`src/sv/assert_macros.svh`:
```
// Assertion macros for the ring buffer delimiter search; used by its top level.
// Needs clk and rst in scope where a macro is used.
`ifndef ASSERT_MACROS_SVH
`define ASSERT_MACROS_SVH

// Checked on every clock edge outside reset.
`define RBDS_ASSERT(lbl, prop, msg) \
  lbl: assert property (@(posedge clk) disable iff (rst) prop) else $error(msg);

// Checked on every clock edge, reset included.
`define RBDS_ASSERT_ALWAYS(lbl, prop, msg) \
  lbl: assert property (@(posedge clk) prop) else $error(msg);

`endif

```
`src/sv/rbds_pkg.sv`:
```
// Package for the ring buffer delimiter search: sizes, codes, types, helpers.
// No dependencies; every other file of the block but assert_macros.svh uses it.
package rbds_pkg;

  // Store depth must be a power of two: positions wrap by truncation.
  localparam int STORE_DEPTH = 512;
  localparam int PATTERN_MAX = 8;

  localparam int AW  = $clog2(STORE_DEPTH);
  localparam int CW  = $clog2(STORE_DEPTH + 1);
  localparam int LW  = $clog2(PATTERN_MAX + 1);
  localparam int PIW = (PATTERN_MAX > 1) ? $clog2(PATTERN_MAX) : 1;

  localparam int BYTE_W    = 8;
  localparam int OP_W      = 2;
  localparam int MATCH_W   = 9;
  localparam int FILL_W    = 10;
  localparam int PAT_W     = 64;
  localparam int CFG_LEN_W = 4;
  localparam int CFG_IDX_W = 1;

  localparam logic [PAT_W-1:0]     PAT_RESET = 64'h0000_0000_0000_0A0D;
  localparam logic [CFG_LEN_W-1:0] LEN_RESET = 4'd2;

  typedef enum logic [OP_W-1:0] {
    OP_PUSH  = 2'd0,
    OP_FIND  = 2'd1,
    OP_DROP  = 2'd2,
    OP_CLEAR = 2'd3
  } op_t;

  typedef enum logic [CFG_IDX_W-1:0] {
    REG_PATTERN_BYTES  = 1'd0,
    REG_PATTERN_LENGTH = 1'd1
  } reg_idx_t;

  typedef enum logic [1:0] {
    ST_IDLE,
    ST_WALK,
    ST_FINISH
  } state_t;

  typedef struct packed {
    logic              en;
    logic [AW-1:0]     addr;
    logic [BYTE_W-1:0] data;
  } ram_wr_t;

  typedef struct packed {
    logic          en;
    logic [AW-1:0] addr;
  } ram_rd_t;

  typedef struct packed {
    logic              shift;
    logic [BYTE_W-1:0] data;
  } win_ctl_t;

  // Bytes held for given positions and full flag.
  function automatic logic [CW-1:0] fill_of(input logic [AW-1:0] wp,
                                            input logic [AW-1:0] rp,
                                            input logic          full);
    logic [AW-1:0] d;
    d = wp - rp;
    return full ? CW'(STORE_DEPTH) : CW'(d);
  endfunction

  // Pattern length as used in matching: capped at PATTERN_MAX.
  function automatic logic [LW-1:0] used_len(input logic [CFG_LEN_W-1:0] cfg_len);
    if (32'(cfg_len) > PATTERN_MAX) begin
      return LW'(PATTERN_MAX);
    end
    return LW'(cfg_len);
  endfunction

endpackage

```
`src/sv/rbds_ram.sv`:
```
// Byte store: one write port, one read port with registered read data.
// Depends on rbds_pkg for depth and port structs.
module rbds_ram (
  input  logic                        clk,
  input  rbds_pkg::ram_wr_t           wr,
  input  rbds_pkg::ram_rd_t           rd,
  output logic [rbds_pkg::BYTE_W-1:0] rd_data
);

  logic [rbds_pkg::BYTE_W-1:0] mem [rbds_pkg::STORE_DEPTH];

  always_ff @(posedge clk) begin
    if (wr.en) begin
      mem[wr.addr] <= wr.data;
    end
  end

  always_ff @(posedge clk) begin
    if (rd.en) begin
      rd_data <= mem[rd.addr];
    end
  end

endmodule

```
`config.mk`:
```
export PLATFORM = sky130hd
export DESIGN_NAME = rbds_ram
export DESIGN_NICKNAME = d
export VERILOG_FILES = /design/src/sv/assert_macros.svh /design/src/sv/rbds_pkg.sv /design/src/sv/rbds_ram.sv
export SDC_FILE = /design/constraint.sdc
export NUM_CORES = 2
export LEC_CHECK = 0
export BUFFER_PORTS_ARGS = -buffer_cell sky130_fd_sc_hd__buf_2
export CELL_PAD_IN_SITES_DETAIL_PLACEMENT = 2
export CELL_PAD_IN_SITES_GLOBAL_PLACEMENT = 2
export CORE_MARGIN = 5
export CORE_UTILIZATION = 50
export DETAILED_ROUTE_END_ITERATION = 6
export PLACE_DENSITY = 0.91
export SLEW_MARGIN = 25
export SYNTH_ARGS = -nofsm -noshare
export SYNTH_HDL_FRONTEND = slang
export SYNTH_SLANG_ARGS = --single-unit
```
`constraint.sdc`:
```
create_clock -name clk -period 3.7 [get_ports clk]
set_input_delay 0.74 -clock clk [delete_from_list [all_inputs] [get_ports clk]]
set_output_delay 0.74 -clock clk [all_outputs]
set_load 0.005 [all_outputs]
```
==> impl_metrics.py, run 1 <==
metrics = {
    "status": {
        "status": "aborted with a tool error",
        "failed_stage": "detailed placement",
        "firstError": "[ERROR DPL-0033] detailed placement checks failed during check placement.",
    },
    "floorplan": {
        "initial_core_util": 0.503,
        "fp.dieW_um": 576,
        "die_h_um": 576,
        "rows": 207,
        "io_pins": 37,
    },
    "synthesis": {
        "synth_edf_count": 4104,
        "synthDistinctLibCells": 50,
        "ys_warn_count": 0,
        "synth_area_per_cell_sq_um": 19.9,
        "synth.top_cells.by_count": "edfxtp_1 (4104), mux2i_1 (797), mux4_2 (654)",
        "synth-async-reset-ratio": 0,
        "synth.net_count": 8059,
        "syn_area_sq_um": 160000,
        "synthFlopType": "edfxtp_1",
        "synth_top_cell_by_area": "edfxtp_1",
        "ys_seq_elements": 4104,
        "yosys.cell_count.top_type": "edfxtp_1",
        "synth_top_cell_area_share": 0.770,
        "ys_seq_area_frac": 0.770,
        "ys_top_cells_by_area": "edfxtp_1 (77%), mux4_2 (9.2%), mux2i_1 (5.0%)",
        "postSynthCellCount": 8030,
    },
    "placement": {
        "gp_congestion": 0.916,
        "hpwl_mm": 492,
        "portBuffers": 36,
    },
}
## per-stage QoR
stage             instances  hold slack (ps)  worst slack, ps
global placement      12400             1200            -1420
floorplan              8030              839              849
## cell families after synthesis
family	Yosys count	share of synthesized area
buffers and inverters	516	0.0185
DFF	4104	0.770
and+or+nand+nor	980	0.0263
AOI/OAI and AO/OA	979	0.0431
muxes	1451	0.142
==> run 2, diff against run 1 <==
--- a/config.mk
+++ b/config.mk
@@ -6,12 +6,10 @@
 export NUM_CORES = 2
 export LEC_CHECK = 0
 export BUFFER_PORTS_ARGS = -buffer_cell sky130_fd_sc_hd__buf_2
-export CELL_PAD_IN_SITES_DETAIL_PLACEMENT = 2
-export CELL_PAD_IN_SITES_GLOBAL_PLACEMENT = 2
 export CORE_MARGIN = 5
-export CORE_UTILIZATION = 50
+export CORE_UTILIZATION = 40
 export DETAILED_ROUTE_END_ITERATION = 6
-export PLACE_DENSITY = 0.91
+export PLACE_DENSITY_LB_ADDON = 0.15
 export SLEW_MARGIN = 25
 export SYNTH_ARGS = -nofsm -noshare
 export SYNTH_HDL_FRONTEND = slang
==> impl_metrics.py, run 2 <==
metrics = {
    "routing": {
        "wl_per_cell_um": 31.6,
        "vias": 84700,
        "drt_iter0_markers": 9073,
        "firstDrtPassIters": 6,
        "drc": 0,
        "vias_per_cell": 5.74,
        "drtAntennaViolNets": 0,
        "drt_wl_total_mm": 466,
    },
    "power": {
        "total_power_mw": 99.3,
        "vdd_drop_max_v": 0.000372,
        "p_per_area_nw_per_um2": 526,
        "leakagePower_nw": 61.8,
    },
    "status": {
        "status": "complete, no violations",
    },
    "synthesis": {
        "synth-async-reset-ratio": 0,
        "ys_seq_elements": 4104,
        "synth_xor_area_frac": 0,
        "synth_edf_count": 4104,
        "synth_top_cell_area_share": 0.770,
        "synth_area_per_cell_sq_um": 19.9,
        "postSynthCellCount": 8030,
        "synthSimpleGateAreaFrac": 0.0263,
        "synthDistinctLibCells": 50,
        "syn_area_sq_um": 160000,
        "yosys.cell_count.top_type": "edfxtp_1",
        "ys_seq_area_frac": 0.770,
        "synth_top_family_by_area": "multiplexers",
        "synth.top_cells.by_count": "edfxtp_1 (4104), mux2i_1 (797), mux4_2 (654)",
        "synthMuxAreaShare": 0.142,
        "yosys.area_share.adder": 0,
        "synthFlopType": "edfxtp_1",
        "synth_top_cell_by_area": "edfxtp_1",
        "ys_warn_count": 0,
        "synth.net_count": 8059,
        "synth-compound-area-share": 0.0431,
        "ys_top_cells_by_area": "edfxtp_1 (77%), mux4_2 (9.2%), mux2i_1 (5.0%)",
    },
    "final_layout": {
        "final_common_cell": "edfxtp_1",
        "mostFrequentLayoutCells": "edfxtp_1 (4104), buf_4 (975), mux2i_1 (797), mux4_2 (654), nor2_1 (595)",
        "nets": 9158,
        "drive_gt1_frac": 0.260,
        "largest_reg_flops": 4096,
        "top_register": "mem",
        "reg_top3": "mem (4096), rd_data (8)",
        "fin_cells": 14800,
        "synthToLayoutAreaGrowth_pct": 17.9,
    },
    "global_route": {
        "overflow": 0,
        "grt_first_pass_wirelength_mm": 660,
        "antenna_found_initial": 26,
        "grt_max_degree": 157,
        "grt_pass1_vias": 85900,
        "grt_usage": 0.221,
    },
    "sta": {
        "rsz0062_at_grt": "no",
        "setup_viol": 0,
        "slew_headroom": 0.223,
        "slew_violations": 0,
        "max_freq_ghz": 0.287,
        "totalNegativeSetupSlack_ps": 0,
        "worst_pin_slew_ps": 1150,
        "skew_ps": 82.5,
        "period_minus_slack_ps": 3480,
        "hold_violations": 0,
        "fin_crit_sh": 0.940,
    },
    "floorplan": {
        "io_pins": 37,
        "die_h_um": 642,
        "fp.dieW_um": 642,
        "die_area_sq_um": 413000,
        "initial_core_util": 0.401,
        "core_area_sq_um": 399000,
        "rows": 232,
    },
    "clock_tree": {
        "htreeDepth": 5,
        "cts_sinks": 4104,
        "cts_hold_buf": 0,
        "tritoncts": "done",
        "cts.clk_slew.worst_paths_ps": 60,
        "cts_repair_resize_count": 0,
        "clockBufferDepth": 4,
        "insertion_delay_ps": 1010,
        "numCtsBuffers": 430,
        "cts_root_buffer": "clkbuf_16",
        "post_cts_buffers": 0,
    },
    "setup_path": {
        "path_buf_inv": 6,
        "slowest_stage": "o21ai_0",
        "crit_family": "compound AO/OA/AOI/OAI gates",
        "cp-start-kind": "input port",
        "startpoint": "rd[1]",
        "rr_startpoint": "mem[281][7]",
        "end_kind": "flop",
        "path_class": "input port to flop",
        "cp_max_fo": 30,
        "worst_ep_required_time_ps": 4550,
        "crit_top_cell": "buf_4",
        "crit_path_max_incr_delay_ps": 540,
        "crit_chain": "buf_8, or2_4, buf_12, buf_4, o221ai_1, buf_4, a21oi_1, o21ai_0, nand4_1, buf_4, o21ai_0, buf_4, o2111a_1",
        "cp.arrival_ps": 4330,
    },
    "flow_run": {
        "drv_cap": 0,
    },
    "placement": {
        "placedCellCount": 14000,
        "portBuffers": 36,
        "gp_congestion": 0.867,
        "hpwl_mm": 303,
    },
    "hold_path": {
        "min_from": "wr[1]",
        "hold_class": "input port to flop",
    },
}
## run 2: cell counts after synthesis
No cell type changed its count.
## run 2: final cells by class
cell class	instances	area (sq um)
multi-input cells	3410	34000
repair buffers	1180	11000
fillers	33400	210000
flip-flops and latches	4104	123000
clock buffers	520	11200
well taps	5265	6590
diodes	14	35.0
inverters	3	20.0
clock inverters	262	2580
## run 2: logic make-up (layout without fill, tap and decap cells)
kind of cell / count (synthesis) / after routing
buffers and inverters: 516 / 1965
and+or+nand+nor: 980 / 980
DFF: 4104 / 4104
AOI/OAI and AO/OA: 979 / 979
muxes: 1451 / 1451
other: 0 / 14
## run 2: metal layers
layer	global-route usage	vias to the layer above	share of wire
met5	0	-	0.000060
met4	0.0632	2	0.032
met3	0.0335	652	0.064
met2	0.358	3002	0.48
met1	0.312	45400	0.42
li1	-	35700	-
## run 2: metrics by stage
step	hold slack, ps	area [sq um]	setup slack, ps	util
finish	210	189000	220	0.473
CTS	128	189000	383	0.473
detailed placement	1190	175000	-692	0.438
global placement	1230	175000	-737	0.438
global route	152	189000	271	0.473
floorplan	839	160000	849	-
## run 2: power breakdown
group | internal [mW] | switching [mW]
logic | 1.90 | 3.45
registers | 51.2 | 0.0546
clock network | 24.7 | 18.0
## run 2: worst paths after layout
check | slack (ps) | depth (start not counted) | end
setup reg to reg | 730 | 9 | rd_data[7]
setup / recovery | 220 | 13 | rd_data[6]
hold / removal | 210 | 1 | mem[243][1]
hold reg to reg | 1320 | 7 | rd_data[3]
## run 2: worst reg2reg max path: stages, from the launching register on
cell and delay, ps:
edfxtp_1 320, mux2i_1 80, o221ai_1 400, a21oi_1 220
nor4_1 450, buf_4 220, nand4_1 90, nor4_1 610
buf_4 240, o2111a_1 190
Note: power is estimated with default switching activity, not from simulation.
