### src/sv/assert_macros.svh
// Assertion macros for the ring buffer delimiter search; used by its top level.
// Needs clk and rst in scope where a macro is used.
`ifndef ASSERT_MACROS_SVH
`define ASSERT_MACROS_SVH

// Checked on every clock edge outside reset.
`define RBDS_ASSERT(lbl, prop, msg) \
  lbl: assert property (@(posedge clk) disable iff (rst) prop) else $error(msg);

// Checked on every clock edge, reset included.
`define RBDS_ASSERT_ALWAYS(lbl, prop, msg) \
  lbl: assert property (@(posedge clk) prop) else $error(msg);

`endif

### src/sv/rbds_pkg.sv
// Package for the ring buffer delimiter search: sizes, codes, types, helpers.
// No dependencies; every other file of the block but assert_macros.svh uses it.
package rbds_pkg;

  // Store depth must be a power of two: positions wrap by truncation.
  localparam int STORE_DEPTH = 512;
  localparam int PATTERN_MAX = 8;

  localparam int AW  = $clog2(STORE_DEPTH);
  localparam int CW  = $clog2(STORE_DEPTH + 1);
  localparam int LW  = $clog2(PATTERN_MAX + 1);
  localparam int PIW = (PATTERN_MAX > 1) ? $clog2(PATTERN_MAX) : 1;

  localparam int BYTE_W    = 8;
  localparam int OP_W      = 2;
  localparam int MATCH_W   = 9;
  localparam int FILL_W    = 10;
  localparam int PAT_W     = 64;
  localparam int CFG_LEN_W = 4;
  localparam int CFG_IDX_W = 1;

  localparam logic [PAT_W-1:0]     PAT_RESET = 64'h0000_0000_0000_0A0D;
  localparam logic [CFG_LEN_W-1:0] LEN_RESET = 4'd2;

  typedef enum logic [OP_W-1:0] {
    OP_PUSH  = 2'd0,
    OP_FIND  = 2'd1,
    OP_DROP  = 2'd2,
    OP_CLEAR = 2'd3
  } op_t;

  typedef enum logic [CFG_IDX_W-1:0] {
    REG_PATTERN_BYTES  = 1'd0,
    REG_PATTERN_LENGTH = 1'd1
  } reg_idx_t;

  typedef enum logic [1:0] {
    ST_IDLE,
    ST_WALK,
    ST_FINISH
  } state_t;

  typedef struct packed {
    logic              en;
    logic [AW-1:0]     addr;
    logic [BYTE_W-1:0] data;
  } ram_wr_t;

  typedef struct packed {
    logic          en;
    logic [AW-1:0] addr;
  } ram_rd_t;

  typedef struct packed {
    logic              shift;
    logic [BYTE_W-1:0] data;
  } win_ctl_t;

  // Bytes held for given positions and full flag.
  function automatic logic [CW-1:0] fill_of(input logic [AW-1:0] wp,
                                            input logic [AW-1:0] rp,
                                            input logic          full);
    logic [AW-1:0] d;
    d = wp - rp;
    return full ? CW'(STORE_DEPTH) : CW'(d);
  endfunction

  // Pattern length as used in matching: capped at PATTERN_MAX.
  function automatic logic [LW-1:0] used_len(input logic [CFG_LEN_W-1:0] cfg_len);
    if (32'(cfg_len) > PATTERN_MAX) begin
      return LW'(PATTERN_MAX);
    end
    return LW'(cfg_len);
  endfunction

endpackage

### src/sv/rbds_match.sv
// Match window: the last PATTERN_MAX bytes of a walk, compared against the pattern.
// Depends on rbds_pkg for sizes and the window control struct.
module rbds_match (
  input  logic                        clk,
  input  rbds_pkg::win_ctl_t          ctl,
  input  logic [rbds_pkg::PAT_W-1:0]  pattern,
  input  logic [rbds_pkg::LW-1:0]     len,
  output logic                        all_match
);

  // win[0] holds the newest byte.
  logic [rbds_pkg::BYTE_W-1:0] win [rbds_pkg::PATTERN_MAX];

  always_ff @(posedge clk) begin
    if (ctl.shift) begin
      win[0] <= ctl.data;
      for (int i = 1; i < rbds_pkg::PATTERN_MAX; i++) begin
        win[i] <= win[i-1];
      end
    end
  end

  // The newest byte lines up with pattern byte len-1.
  always_comb begin
    logic [rbds_pkg::PIW-1:0] pidx;
    pidx      = '0;
    all_match = 1'b1;
    for (int i = 0; i < rbds_pkg::PATTERN_MAX; i++) begin
      if (rbds_pkg::LW'(i) < len) begin
        pidx = rbds_pkg::PIW'(len - rbds_pkg::LW'(1) - rbds_pkg::LW'(i));
        if (win[i] != pattern[rbds_pkg::BYTE_W*pidx +: rbds_pkg::BYTE_W]) begin
          all_match = 1'b0;
        end
      end
    end
  end

endmodule

### config.mk
export PLATFORM = sky130hd
export DESIGN_NAME = rbds_match
export DESIGN_NICKNAME = d
export VERILOG_FILES = /design/src/sv/assert_macros.svh /design/src/sv/rbds_pkg.sv /design/src/sv/rbds_match.sv
export SDC_FILE = /design/constraint.sdc
export NUM_CORES = 1
export LEC_CHECK = 0
export BUFFER_PORTS_ARGS = -buffer_cell sky130_fd_sc_hd__buf_4
export CAP_MARGIN = 10
export CELL_PAD_IN_SITES_DETAIL_PLACEMENT = 1
export CELL_PAD_IN_SITES_GLOBAL_PLACEMENT = 2
export CORE_MARGIN = 5
export CORE_UTILIZATION = 41
export DETAILED_ROUTE_END_ITERATION = 12
export GPL_TIMING_DRIVEN = 0
export PLACE_DENSITY_LB_ADDON = 0.1
export SYNTH_ARGS = -nofsm -noshare
export SYNTH_HDL_FRONTEND = slang
export SYNTH_SLANG_ARGS = --single-unit
### constraint.sdc
create_clock -name clk -period 5.5 [get_ports clk]
set_input_delay 0.55 -clock clk [delete_from_list [all_inputs] [get_ports clk]]
set_output_delay 0.55 -clock clk [all_outputs]
set_load 0.01 [all_outputs]
==> flow_summary.html <==
<table>
<tr><th>Metric</th><th>Value</th></tr>
<tr><th colspan="2">Timing</th></tr>
<tr><td>Unrepaired setup endpoints after global routing</td><td>no</td></tr>
<tr><td>Finish-stage setup viols</td><td>0</td></tr>
<tr><td>Worst max-slew margin expressed relative to the limit</td><td>33.5%</td></tr>
<tr><td>Post-layout minimum cycle time</td><td>5.12 ns</td></tr>
<tr><td>Worst Max-Slew Pin Slew</td><td>0.997 ns</td></tr>
<tr><td>Tightest hold margin</td><td>0.391 ns</td></tr>
<tr><td>Number of pins with negative max-slew slack in the final report</td><td>0</td></tr>
<tr><td>Final number of hold-violating endpoints</td><td>0</td></tr>
<tr><td>Final Cycle Share</td><td>93.0%</td></tr>
<tr><td>Worst setup skew after layout</td><td>0.00664 ns</td></tr>
<tr><td>Highest attainable clock frequency</td><td>0.195 GHz</td></tr>
<tr><th colspan="2">Worst hold path</th></tr>
<tr><td>Depth of the worst hold-timing path</td><td>1</td></tr>
<tr><td>Worst Hold Class</td><td>input pin to flop</td></tr>
<tr><th colspan="2">Power</th></tr>
<tr><td>Leakage component of the power</td><td>2.39 nW</td></tr>
<tr><td>Total power consumption of the routed design</td><td>1.70 mW</td></tr>
<tr><td>Maximum resistive drop on vdd</td><td>0.143 mV</td></tr>
<tr><td>Ratio of total power to cell area</td><td>270 nW/µm²</td></tr>
<tr><th colspan="2">Finish</th></tr>
<tr><td>Number of non-filler instances in the completed layout</td><td>607</td></tr>
<tr><td>Fillcell total</td><td>1270</td></tr>
<tr><td>ANT cells</td><td>0</td></tr>
<tr><td>Largest registers in the final layout</td><td>win x64</td></tr>
<tr><td>Share of final-layout standard cells stronger than drive strength 1</td><td>41.4%</td></tr>
<tr><td>Number of flip-flops in the largest register</td><td>64</td></tr>
<tr><td>Commonest cells after routing, fill and taps aside</td><td>84 x sky130_fd_sc_hd__buf_4, 66 x sky130_fd_sc_hd__mux4_2, 64 x sky130_fd_sc_hd__mux2i_1, 64 x sky130_fd_sc_hd__edfxtp_1, 47 x sky130_fd_sc_hd__xnor2_1</td></tr>
<tr><td>Post-synthesis to final-layout area growth</td><td>20.5%</td></tr>
<tr><td>Final non-filler cell area</td><td>6290 µm²</td></tr>
<tr><td>Top reg by flops</td><td>win</td></tr>
<tr><td>Most common cell after layout, fill and taps aside</td><td>sky130_fd_sc_hd__buf_4</td></tr>
<tr><td>Count of nets after finishing</td><td>511</td></tr>
<tr><th colspan="2">Floorplanning</th></tr>
<tr><td>Initial Utilization</td><td>41.5%</td></tr>
<tr><td>Die outline area</td><td>15100 µm²</td></tr>
<tr><td>Vertical extent of the die</td><td>123 µm</td></tr>
<tr><td>Number of top-level design ports</td><td>79</td></tr>
<tr><td>Die X-Extent</td><td>123 µm</td></tr>
<tr><td>Placeable Area</td><td>12600 µm²</td></tr>
<tr><td>Cell row count</td><td>41</td></tr>
<tr><th colspan="2">Synthesis</th></tr>
<tr><td>Top cell type's share of synthesized area</td><td>36.8%</td></tr>
<tr><td>Unique cell type count in the Yosys netlist</td><td>30</td></tr>
<tr><td>Cells taking the most area after synthesis</td><td>sky130_fd_sc_hd__edfxtp_1 37%, sky130_fd_sc_hd__mux4_2 28%, sky130_fd_sc_hd__mux2i_1 12%</td></tr>
<tr><td>Sequential-to-total area share from yosys stat</td><td>36.8%</td></tr>
<tr><td>Net count of the mapped netlist</td><td>423</td></tr>
<tr><td>Synth area leader</td><td>sky130_fd_sc_hd__edfxtp_1</td></tr>
<tr><td>Post-synthesis instance total</td><td>342</td></tr>
<tr><td>Synthesis-stage register bit count</td><td>64</td></tr>
<tr><td>Synth Cell Area</td><td>5220 µm²</td></tr>
<tr><td>Synthesis Warnings</td><td>0</td></tr>
<tr><td>Average cell area after synthesis</td><td>15.3 µm²</td></tr>
<tr><th colspan="2">Setup path</th></tr>
<tr><td>Logic depth of the worst setup path including buffers</td><td>18</td></tr>
<tr><td>Worst R2R Path Depth</td><td>0</td></tr>
<tr><td>Standard cell with the maximum stage delay on the critical path</td><td>sky130_fd_sc_hd__mux4_2</td></tr>
<tr><td>Critical path's most frequent cell</td><td>sky130_fd_sc_hd__buf_4</td></tr>
<tr><td>Startpoint class of the critical path</td><td>input pin</td></tr>
<tr><td>Cell-by-cell trace of the critical path</td><td>buf_4 -&gt; clkbuf_1 -&gt; buf_4 -&gt; buf_6 -&gt; buf_4 -&gt; inv_1 -&gt; ha_1 -&gt; buf_6 -&gt; buf_6 -&gt; buf_4 -&gt; mux4_2 -&gt; mux2i_1 -&gt; xor2_1 -&gt; nand4_1 -&gt; o31ai_1 -&gt; o2111a_1 -&gt; o211a_1 -&gt; buf_4</td></tr>
<tr><td>Cell type group with the largest total delay on the critical path</td><td>buffers and inverters</td></tr>
<tr><td>Largest fanout on the critical path</td><td>19</td></tr>
<tr><td>Max stage delay on crit path</td><td>0.37 ns</td></tr>
<tr><td>Type of destination of the critical path</td><td>output port</td></tr>
<tr><td>CP Buf/Inv Count</td><td>10</td></tr>
<tr><td>Worst Path Class, Setup</td><td>input pin to output port</td></tr>
<tr><td>Data arrival time at the worst-slack endpoint</td><td>4.57 ns</td></tr>
<tr><td>Required time at the worst-slack endpoint</td><td>4.95 ns</td></tr>
<tr><th colspan="2">GRT</th></tr>
<tr><td>GR Overflow Total</td><td>0</td></tr>
<tr><td>Met3 usage</td><td>5.67%</td></tr>
<tr><td>Most used routing layer</td><td>met2</td></tr>
<tr><td>Initial antenna violation count</td><td>0</td></tr>
<tr><td>First-pass GRT wire length</td><td>24900 µm</td></tr>
<tr><td>Global-route usage over all layers</td><td>23.6%</td></tr>
<tr><td>Via count of the first global-routing pass</td><td>3978</td></tr>
<tr><td>Largest net degree at the start of global routing</td><td>65</td></tr>
<tr><td>Met2 routing resource usage after global routing</td><td>39.4%</td></tr>
<tr><td>Met1 Use GR</td><td>31.2%</td></tr>
<tr><th colspan="2">CTS</th></tr>
<tr><td>Post-CTS repair timing setup buffer count</td><td>0</td></tr>
<tr><td>Register clock-pin slew on the reported worst setup and hold paths</td><td>0.05 ns</td></tr>
<tr><td>Clock tree root driver cell</td><td>sky130_fd_sc_hd__clkbuf_16</td></tr>
<tr><td>Number of clock sinks</td><td>64</td></tr>
<tr><td>Number of buffers added to fix hold violations after cts</td><td>0</td></tr>
<tr><td>Worst-case clock buffer depth</td><td>2</td></tr>
<tr><td>Number of levels the H-tree was split into</td><td>3</td></tr>
<tr><td>Clock tree from TritonCTS</td><td>yes</td></tr>
<tr><td>Total CTS buffers</td><td>9</td></tr>
<tr><td>Clk Latency, worst-skew pair</td><td>0.34 ns</td></tr>
<tr><th colspan="2">Drt</th></tr>
<tr><td>Count of TritonRoute iterations in the first routing pass</td><td>5</td></tr>
<tr><td>Total via count in the routed design</td><td>3672</td></tr>
<tr><td>Drt wl/cell</td><td>27.9 µm</td></tr>
<tr><td>Total Routed Length</td><td>16900 µm</td></tr>
<tr><td>Number of vias per cell</td><td>6.05</td></tr>
<tr><td>Antenna-violating nets left</td><td>0</td></tr>
<tr><td>Post-route DRC violation count</td><td>0</td></tr>
<tr><td>Drt first-iter violations</td><td>302</td></tr>
<tr><th colspan="2">Place</th></tr>
<tr><td>HPWL after detailed placement</td><td>12700 µm</td></tr>
<tr><td>Routability Congestion</td><td>0.948</td></tr>
<tr><td>Instance area at placement</td><td>6020 µm²</td></tr>
<tr><td>Port Buffer Count</td><td>77</td></tr>
<tr><td>Total placed cells including tap cells</td><td>592</td></tr>
<tr><th colspan="2">Status</th></tr>
<tr><td>Status</td><td>finished, final reports clean</td></tr>
<tr><th colspan="2">Run</th></tr>
<tr><td>Number of violations of the max-capacitance limit</td><td>0</td></tr>
</table>
## synth_stat cells
master and number:
sky130_fd_sc_hd__ha_1 3, sky130_fd_sc_hd__nand2_1 4, sky130_fd_sc_hd__o22ai_1 3, sky130_fd_sc_hd__and3_1 2
sky130_fd_sc_hd__or4_1 1, sky130_fd_sc_hd__nor4_1 6, sky130_fd_sc_hd__buf_4 5, sky130_fd_sc_hd__edfxtp_1 64
sky130_fd_sc_hd__nor2_1 4, sky130_fd_sc_hd__inv_1 4, sky130_fd_sc_hd__o21ai_0 1, sky130_fd_sc_hd__o31ai_1 1
sky130_fd_sc_hd__nand4_1 11, sky130_fd_sc_hd__xnor2_1 47, sky130_fd_sc_hd__or2_2 1, sky130_fd_sc_hd__xor2_1 26
sky130_fd_sc_hd__a21boi_0 1, sky130_fd_sc_hd__nand3_1 1, sky130_fd_sc_hd__o211a_1 1, sky130_fd_sc_hd__buf_2 10
sky130_fd_sc_hd__a41o_1 1, sky130_fd_sc_hd__nor4_2 1, sky130_fd_sc_hd__mux4_2 66, sky130_fd_sc_hd__xnor3_1 2
sky130_fd_sc_hd__o2111a_1 1, sky130_fd_sc_hd__clkbuf_1 3, sky130_fd_sc_hd__a211oi_2 1, sky130_fd_sc_hd__mux2i_1 64
sky130_fd_sc_hd__buf_6 6, sky130_fd_sc_hd__and2_1 1
## per-stage QoR
step | utilization, % | setup TNS (ns) | setup WS [ns]
4_1_cts | 50.0 | 0 | 0.00427
2_1_floorplan | - | 0 | 1.22
3_5_place_dp | 47.9 | -0.166 | -0.166
5_1_grt | 50.0 | 0 | 0.117
3_3_place_gp | 47.9 | -0.110 | -0.110
6_report | 50.0 | 0 | 0.384
## final timing paths
kind,start,endpoint,slack (ns)
min,ctl[2],win[0][2],0.39
max,len[0],all_match,0.38
max reg2reg,win[1][4],win[1][12],4.78
min reg2reg,win[0][15],win[0][23],0.47
## cell families (layout without fill, tap and decap cells)
| kind of cell | after synthesis | count (layout) | share of synthesized area [%] |
|---|---|---|---|
| buffers and inverters | 28 | 121 | 3.47 |
| flip-flops | 64 | 64 | 36.8 |
| XOR/XNOR | 75 | 75 | 13.1 |
| adder cells (fa/ha/maj) | 3 | 3 | 0.719 |
| multiplexers | 130 | 130 | 40.7 |
| AND/OR/NAND/NOR | 32 | 32 | 3.57 |
| AO/OA/AOI/OAI | 10 | 10 | 1.58 |
## layout make-up
class / instances / area (µm²) / share of cell area, %
flip-flops and latches: 64 / 1920 / 30.6
plain buffers: 23 / 173 / 2.75
repair buffers: 78 / 586 / 9.31
multi-input cells: 250 / 3120 / 49.7
inverters: 4 / 15.0 / 0.239
well taps: 172 / 215 / 3.42
clock inverters: 6 / 26.3 / 0.418
clock buffers: 10 / 229 / 3.64
## power breakdown
part           total [mW]  internal, mW  switching (mW)
clock               0.512         0.298           0.215
sequential          0.595         0.574          0.0209
combinational       0.591         0.282           0.309
total                1.70          1.15           0.544
## routing by layer
| layer | wire length (µm) | part of all wire, % |
|---|---|---|
| met2 | 8420 | 50 |
| met5 | 0 | 0 |
| met4 | 217 | 1.3 |
| met3 | 1060 | 6.3 |
| met1 | 7240 | 43 |
## repair_timing
| action | 4_1_cts | 5_1_grt |
|---|---|---|
| pin swaps | 0 | 0 |
| setup endpoints to repair | 1 | 1 |
| gates resized for setup | 3 | 4 |
(Power assumes the default switching activity.)
